File: src/hw/rtl/assert_macros.svh
// ----------------------------------------------------------------------------
// Assertion macros
// Shared concurrent assertion helpers for the RTL. They expand to nothing
// when SYNTHESIS is defined.
// ----------------------------------------------------------------------------
`ifndef ASSERT_MACROS_SVH
`define ASSERT_MACROS_SVH

`ifndef SYNTHESIS

// The property must hold at every clock edge outside of reset.
`define SIA_ASSERT(lbl, clk, rst_n, prop) \
	lbl: assert property (@(posedge clk) disable iff (!rst_n) prop) \
		else $error("assertion failed");

// The condition must never be true outside of reset.
`define SIA_ASSERT_NEVER(lbl, clk, rst_n, cond) \
	lbl: assert property (@(posedge clk) disable iff (!rst_n) !(cond)) \
		else $error("forbidden condition seen");

`else

`define SIA_ASSERT(lbl, clk, rst_n, prop)
`define SIA_ASSERT_NEVER(lbl, clk, rst_n, cond)

`endif

`endif

File: src/hw/rtl/sia_pkg.sv
// ----------------------------------------------------------------------------
// Slot index allocator package
// Pool size, derived widths, request and status codes and the state type.
// ----------------------------------------------------------------------------
`default_nettype none

package sia_pkg;

	// Pool size and derived widths.
	localparam int SLOTS = 256;
	localparam int IDX_W = $clog2(SLOTS);
	localparam int CNT_W = IDX_W + 1;

	// Request kinds.
	localparam logic MODE_ALLOC   = 1'b0;
	localparam logic MODE_RELEASE = 1'b1;

	// Result status codes.
	typedef enum logic [1:0] {
		ST_OK    = 2'd0,
		ST_FULL  = 2'd1,
		ST_NEVER = 2'd2,
		ST_FREE  = 2'd3
	} status_t;

	// Control sequence: wait for a request, then update from the memory reads.
	typedef enum logic {
		FSM_IDLE = 1'b0,
		FSM_EXEC = 1'b1
	} fsm_t;

endpackage

`default_nettype wire

File: src/hw/rtl/sia_ram.sv
// ----------------------------------------------------------------------------
// Simple dual-port RAM
// One write port and one read port, read data registered.
// ----------------------------------------------------------------------------
`default_nettype none

module sia_ram #(
	parameter int DATA_W = 8,
	parameter int DEPTH  = 256,
	parameter int ADDR_W = $clog2(DEPTH)
) (
	input  wire logic              clk,
	input  wire logic              we,
	input  wire logic [ADDR_W-1:0] waddr,
	input  wire logic [DATA_W-1:0] wdata,
	input  wire logic              re,
	input  wire logic [ADDR_W-1:0] raddr,
	output logic      [DATA_W-1:0] rdata
);

	logic [DATA_W-1:0] mem [DEPTH];

	// Write port.
	always_ff @(posedge clk) begin
		if (we) begin
			mem[waddr] <= wdata;
		end
	end

	// Registered read port.
	always_ff @(posedge clk) begin
		if (re) begin
			rdata <= mem[raddr];
		end
	end

endmodule

`default_nettype wire

File: src/hw/rtl/slot_index_allocator.sv
// Sequence: a request is accepted in the idle state, where the accept edge reads the
// free stack and the in-use marks; the exec state then updates state and the result.
// Flow: a new request is not accepted until the previous one has left the exec state,
// set by the read-then-write pass through the memories; a waiting result stalls only the update.
// Reset: counters and control clear at once; the memories are not cleared,
// since an in-use mark is only consulted for slots below the bump counter.
// ----------------------------------------------------------------------------
// Slot index allocator
// Grants slot numbers from a free stack or a bump counter and takes them back,
// tracking in-use marks and the live count.
// ----------------------------------------------------------------------------
`default_nettype none
`include "assert_macros.svh"

module slot_index_allocator (
	input  wire logic                      clk,
	input  wire logic                      arst_n,
	input  wire logic                      in_valid,
	output logic                           in_ready,
	input  wire logic                      mode,
	input  wire logic [sia_pkg::IDX_W-1:0] slot,
	output logic                           out_valid,
	input  wire logic                      out_ready,
	output logic      [sia_pkg::IDX_W-1:0] slot_out,
	output logic      [1:0]                status,
	output logic      [sia_pkg::CNT_W-1:0] live_count
);

	import sia_pkg::*;

	fsm_t             state_q, state_d;
	logic             req_mode_q;
	logic [IDX_W-1:0] req_slot_q;
	logic [CNT_W-1:0] free_top_q, next_fresh_q, live_total_q;
	logic             out_valid_q;
	logic [IDX_W-1:0] slot_out_q;
	status_t          status_q;
	logic [CNT_W-1:0] live_q;

	logic             accept;
	logic             exec_go;

	// Memory ports.
	logic             stk_we;
	logic [IDX_W-1:0] stk_waddr, stk_raddr, stk_rdata;
	logic             mrk_we, mrk_wdata;
	logic [IDX_W-1:0] mrk_waddr;
	logic [0:0]       mrk_rdata;

	// Update results.
	logic [IDX_W-1:0] res_slot;
	status_t          res_status;
	logic [CNT_W-1:0] free_top_d, next_fresh_d, live_total_d;

	assign accept  = in_valid && in_ready;
	assign exec_go = (state_q == FSM_EXEC) && (!out_valid_q || out_ready);

	// The top of the free stack sits one below the fill count.
	assign stk_raddr = IDX_W'(free_top_q - CNT_W'(1));

	sia_ram #(
		.DATA_W(IDX_W),
		.DEPTH (SLOTS)
	) u_free_stack (
		.clk  (clk),
		.we   (stk_we),
		.waddr(stk_waddr),
		.wdata(req_slot_q),
		.re   (accept),
		.raddr(stk_raddr),
		.rdata(stk_rdata)
	);

	sia_ram #(
		.DATA_W(1),
		.DEPTH (SLOTS)
	) u_in_use (
		.clk  (clk),
		.we   (mrk_we),
		.waddr(mrk_waddr),
		.wdata(mrk_wdata),
		.re   (accept),
		.raddr(slot),
		.rdata(mrk_rdata)
	);

	// State register.
	always_ff @(posedge clk or negedge arst_n) begin
		if (!arst_n) begin
			state_q <= FSM_IDLE;
		end else begin
			state_q <= state_d;
		end
	end

	// Next state and handshake.
	always_comb begin
		state_d  = state_q;
		in_ready = 1'b0;
		unique case (state_q)
			FSM_IDLE: begin
				in_ready = 1'b1;
				if (in_valid) begin
					state_d = FSM_EXEC;
				end
			end
			FSM_EXEC: begin
				if (exec_go) begin
					state_d = FSM_IDLE;
				end
			end
			default: begin
				state_d = FSM_IDLE;
			end
		endcase
	end

	// Capture the request while the memories are read.
	always_ff @(posedge clk) begin
		if (accept) begin
			req_mode_q <= mode;
			req_slot_q <= slot;
		end
	end

	// Decide the outcome from the memory reads and the counters.
	always_comb begin
		res_slot     = req_slot_q;
		res_status   = ST_OK;
		free_top_d   = free_top_q;
		next_fresh_d = next_fresh_q;
		live_total_d = live_total_q;
		stk_we       = 1'b0;
		stk_waddr    = IDX_W'(free_top_q);
		mrk_we       = 1'b0;
		mrk_waddr    = req_slot_q;
		mrk_wdata    = 1'b0;
		if (req_mode_q == MODE_ALLOC) begin
			priority if (free_top_q != '0) begin
				// Reuse the most recently released slot.
				res_slot     = stk_rdata;
				free_top_d   = free_top_q - CNT_W'(1);
				live_total_d = live_total_q + CNT_W'(1);
				mrk_we       = 1'b1;
				mrk_waddr    = stk_rdata;
				mrk_wdata    = 1'b1;
			end else if (next_fresh_q < CNT_W'(SLOTS)) begin
				// Issue a never-used slot.
				res_slot     = IDX_W'(next_fresh_q);
				next_fresh_d = next_fresh_q + CNT_W'(1);
				live_total_d = live_total_q + CNT_W'(1);
				mrk_we       = 1'b1;
				mrk_waddr    = IDX_W'(next_fresh_q);
				mrk_wdata    = 1'b1;
			end else begin
				res_slot   = '0;
				res_status = ST_FULL;
			end
		end else begin
			priority if ({1'b0, req_slot_q} >= next_fresh_q) begin
				res_status = ST_NEVER;
			end else if (!mrk_rdata[0]) begin
				res_status = ST_FREE;
			end else begin
				// Clear the mark and push the slot onto the free stack.
				mrk_we     = 1'b1;
				mrk_wdata  = 1'b0;
				stk_we     = 1'b1;
				free_top_d = free_top_q + CNT_W'(1);
				if (live_total_q != '0) begin
					live_total_d = live_total_q - CNT_W'(1);
				end
			end
		end
		if (!exec_go) begin
			stk_we = 1'b0;
			mrk_we = 1'b0;
		end
	end

	// Counters.
	always_ff @(posedge clk or negedge arst_n) begin
		if (!arst_n) begin
			free_top_q   <= '0;
			next_fresh_q <= '0;
			live_total_q <= '0;
		end else if (exec_go) begin
			free_top_q   <= free_top_d;
			next_fresh_q <= next_fresh_d;
			live_total_q <= live_total_d;
		end
	end

	// Output register: holds the result until it is taken.
	always_ff @(posedge clk or negedge arst_n) begin
		if (!arst_n) begin
			out_valid_q <= 1'b0;
		end else if (exec_go) begin
			out_valid_q <= 1'b1;
		end else if (out_ready) begin
			out_valid_q <= 1'b0;
		end
	end

	always_ff @(posedge clk) begin
		if (exec_go) begin
			slot_out_q <= res_slot;
			status_q   <= res_status;
			live_q     <= live_total_d;
		end
	end

	assign out_valid  = out_valid_q;
	assign slot_out   = slot_out_q;
	assign status     = status_q;
	assign live_count = live_q;

	// Every issued slot is either live or on the free stack.
	`SIA_ASSERT(a_pool_balance, clk, arst_n, ({1'b0, free_top_q} + {1'b0, live_total_q}) == {1'b0, next_fresh_q})
	// A granted slot raises the live count by one.
	`SIA_ASSERT(a_alloc_count, clk, arst_n, (exec_go && req_mode_q == MODE_ALLOC && res_status == ST_OK) |=> (live_total_q == $past(live_total_q) + CNT_W'(1)))
	// The memories are never written while a request is being read.
	`SIA_ASSERT_NEVER(a_no_write_on_read, clk, arst_n, accept && (stk_we || mrk_we))

endmodule

`default_nettype wire

File: config.mk
export PLATFORM = sky130hd
export DESIGN_NAME = slot_index_allocator
export DESIGN_NICKNAME = d
export VERILOG_FILES = /design/src/hw/rtl/sia_pkg.sv /design/src/hw/rtl/sia_ram.sv /design/src/hw/rtl/slot_index_allocator.sv
export VERILOG_INCLUDE_DIRS = /design/src /design/src/hw/rtl
export SDC_FILE = /design/constraint.sdc
export NUM_CORES = 2
export LEC_CHECK = 0
export BUFFER_PORTS_ARGS = -buffer_cell sky130_fd_sc_hd__buf_4
export CORE_UTILIZATION = 43
export DETAILED_ROUTE_END_ITERATION = 16
export PLACE_DENSITY = 0.69
export SLEW_MARGIN = 10
export SYNTH_ARGS = -nofsm -noshare
export SYNTH_HDL_FRONTEND = slang
export SYNTH_HIERARCHICAL = 1
export SYNTH_SLANG_ARGS = --single-unit
File: constraint.sdc
create_clock -name clk -period 6.1 [get_ports clk]
set_clock_uncertainty 0.2 [all_clocks]
set_input_delay 0.305 -clock clk [delete_from_list [all_inputs] [get_ports clk]]
set_output_delay 0.305 -clock clk [all_outputs]
set_load 0.005 [all_outputs]
==> metrics list <==
- Cells with a size suffix above 1 make up 23.8% of the layout.
- The number of nets handed over by synthesis was 4897.
* TritonCTS clock tree: yes
- Global routing finished with a remaining overflow of 0.
- Switching power: 15.6 mW
- Entering global routing, the biggest net connects 188 pins.
- Count of buffers added by post-CTS timing repair for setup: 0
- The mapped netlist covers 0.0943 sq mm.
- Top-Level Pins: 34
- Startpoint of the worst setup timing path: free_top_q[0]$_DFFE_PN0P_
* Remaining routing DRC violations: 0
* Port Buffer Count: 33
- First-pass DRT Iterations: 6
* Final setup violation count: 0
* Yosys warning total: 6
- Worst r2r src: free_top_q[0]$_DFFE_PN0P_
* Post-route ant nets: 0
* Maximum clock insertion buffer count: 3
- Summing all placed instances gives a cell area of 0.0986 sq mm.
* Library cell with the largest summed area after synthesis: edfxtp_1
* Top post-synthesis cells by area: edfxtp_1 (75%), mux4_2 (12%), nor2_1 (2.3%)
* Maximum net fanout on the critical path: 34
* Tcrit/Tclk final: 95.6%
- STA classifies the critical path endpoint as a flip-flop.
- Global placer's final weighted congestion: 0.887
* Slew Limit Headroom: 4.30%
- Dividing the detail-routed via count by the number of cells gives 6.07.
* Critical path type: reg2reg
- Result of the run: completed
* # diodes: 0
- Peak VDD IR: 578 uV
* Reg clk slew, reported paths: 60 ps
- Wire length per cell: 28.2 um
- By count the netlist is led by edfxtp_1 (2341), nor2_1 (570), mux4_2 (496).
- First-iteration detailed-routing DRC count: 6013
- Endpoint of the worst register-to-register path: u_free_stack/rdata[6]$_DFFE_PP_
- Clock Sink Count: 2370
- Following the worst setup path forward leads to its endpoint at u_free_stack/rdata[6]$_DFFE_PP_.
* Chip Height: 470 um
* Via count of the first global-routing pass: 48400
- Share of synthesized registers carrying an async set or reset: 1.22%
* Number of violations of the max-capacitance limit: 0
- For this block, the via count after detailed routing is 48600.
* Number of rows in the core area: 171
- Worst reg2reg setup slack: 270 ps
- The tree is rooted in a clkbuf_16.
- GRT Resource Usage Total: 20.3%
* Length in cells of the worst reg-to-reg path: 11
- The number of max-slew violations in the final report came to 0.
* Required arrival time at the worst endpoint: 6470 ps
* Number of enable-type register cells in the synthesized netlist: 2341
* Tmin final: 5830 ps
* Syn Inst Count: 4870
- Worst skew pair latency: 890 ps
- Combinational logic burns 31.4% of the power.
- After detailed routing, the total wire length is 226 mm.
* Sequential fraction of the synthesis area: 75.3%
- Fraction of synthesized cell area taken by the top area cell type: 74.5%
- Full die area: 0.221 sq mm
- Type of the tightest min-delay check: in2reg
* Count of H-tree levels built during CTS: 4
* Hold slack: 49.8 ps
- Number of antenna violations at the first check in global routing: 2
- Power Internal: 32.4 mW
* Pwr/cell area: 452 mW/mm^2
* Standard cell core area: 0.218 sq mm
- The number of clock buffers added by TritonCTS is 224.
- The filler cells instantiated in the layout total 17300.
- Per report_power, the clock group accounts for 29.1% of the total.
- edfxtp_1 is the most common cell in the netlist.
- Detailed placement finished with a half-perimeter wire length of 136 mm.
- Worst setup SP type: flip-flop
- Mean instance size in the synthesized netlist: 19.4 sq um
* Final hold violations: 0
- Sequential share of power: 39.5%
* Number of unique standard cell types used by synthesis: 89
- Switching share of power: 32.5%
* Top FF cell, synth: edfxtp_1
- Leakage power total: 32.4 nW
- With fillers left out, the area of the finished cells amounts to 0.106 sq mm.
* Initial Utilization: 43.4%
* Wire length of the first global-routing pass: 332 mm
- Setup repair after global routing missed its margin: no
- Flip-flop and latch count after synthesis: 2370
- Die boundary width: 470 um
- In the final timing run, aggregate negative setup slack is 0 ps.
- Arrival @ worst endpoint: 6200 ps
- For the pin with the worst max-slew slack, the measured transition is 1420 ps.
- Total number of nets in the final design: 4997
- Based on the critical path, the design can be clocked at up to 171 MHz.
- Compared with the post-synthesis result, the final layout area differs by 12.6%.
==> timing repair <==
| item | 4_1_cts | 5_1_grt |
|---|---|---|
| hold buffers | 16 | 0 |
| hold endpoints to repair | 60 | 0 |
| gates resized for setup | 0 | 0 |
==> cell families after synthesis <==
family	synth area share, %
compound gates	3.96
xor+xnor	0.251
fa+ha+maj	0.186
buf+inv	2.05
flops	75.3
mux	13.9
simple gates	4.34
==> per-layer routing <==
| metal | up-vias | track usage, % | wire, um |
|---|---|---|---|
| met5 | - | 0 | 13 |
| met1 | 25700 | 28.5 | 90900 |
| met3 | 362 | 3.89 | 21100 |
| met4 | 2 | 6.53 | 6780 |
| li1 | 20100 | - | - |
| met2 | 2378 | 31.9 | 107000 |
==> state kept, by name, summed over array words and instances, names as in the netlist <==
register	flops
u_free_stack/mem	2048
u_free_stack/rdata	8
req_mode_q	1
state_q	1
req_slot_q	8
u_in_use/mem	256
out_valid	1
status	2
free_top_q	9
slot_out	8
u_in_use/rdata	1
live_count	9
live_total_q	9
next_fresh_q	9
==> per-stage QoR <==
stage	setup WS [ps]	utilization (%)	power, mW	cells
after floorplan	-259	-	29.5	4870
after global placement	654	45.3	34.2	7581
after detailed placement	485	45.3	34.3	7581
after CTS	444	48.8	48.2	8014
after global routing	115	48.8	49.5	8015
final	269	48.8	48.0	8015
==> power by group through the flow <==
stage / clock [mW] / combinational (mW) / sequential [mW]
2_1_floorplan: 0 / 9.93 / 19.6
3_3_place_gp: 0 / 14.9 / 19.3
3_5_place_dp: 0 / 15.0 / 19.3
4_1_cts: 14.2 / 15.0 / 18.9
5_1_grt: 14.8 / 15.8 / 18.9
6_report: 14.0 / 15.1 / 18.9
==> cell usage in the layout (no fill, tap or decap), types with 74 or more instances in the layout <==
master / count
nor2_1: 404
a22oi_1: 150
nand2_1: 74
nor2_4: 112
clkbuf_16: 226
edfxtp_1: 2341
buf_4: 153
mux4_2: 496
mux2i_1: 187
a21oi_1: 110
==> worst max-delay path: stages (launching register included) <==
cell     delay, ps
dfrtp_1        640
inv_8          420
ha_1           370
or3b_2         580
nor3_1         300
xor2_2         250
buf_4          270
nor2b_1        500
nor2b_1        560
a21oi_1        120
nor4_1        1200
nor4_2         110
==> worst min path at each step <==
stage,startpoint,endpoint,depth (start not counted)
2_1_floorplan,arst_n,free_top_q[0]$_DFFE_PN0P_,0
3_3_place_gp,arst_n,live_total_q[8]$_DFFE_PN0P_,1
3_5_place_dp,arst_n,live_total_q[7]$_DFFE_PN0P_,1
4_1_cts,slot[7],req_slot_q[7]$_DFFE_PP_,2
5_1_grt,slot[7],req_slot_q[7]$_DFFE_PP_,2
6_report,slot[7],req_slot_q[7]$_DFFE_PP_,2
==> layout make-up <==
class	instances	area (sq um)	area share, %
sequential	2370	71000	66.8
multi-input combinational	2165	22500	21.2
clock buffer	269	5820	5.47
tap	2854	3570	3.36
timing repair buffer	183	1600	1.51
clock inverter	148	1590	1.50
inverter	26	118	0.111
No activity file was read; power rests on OpenSTA's default activity.
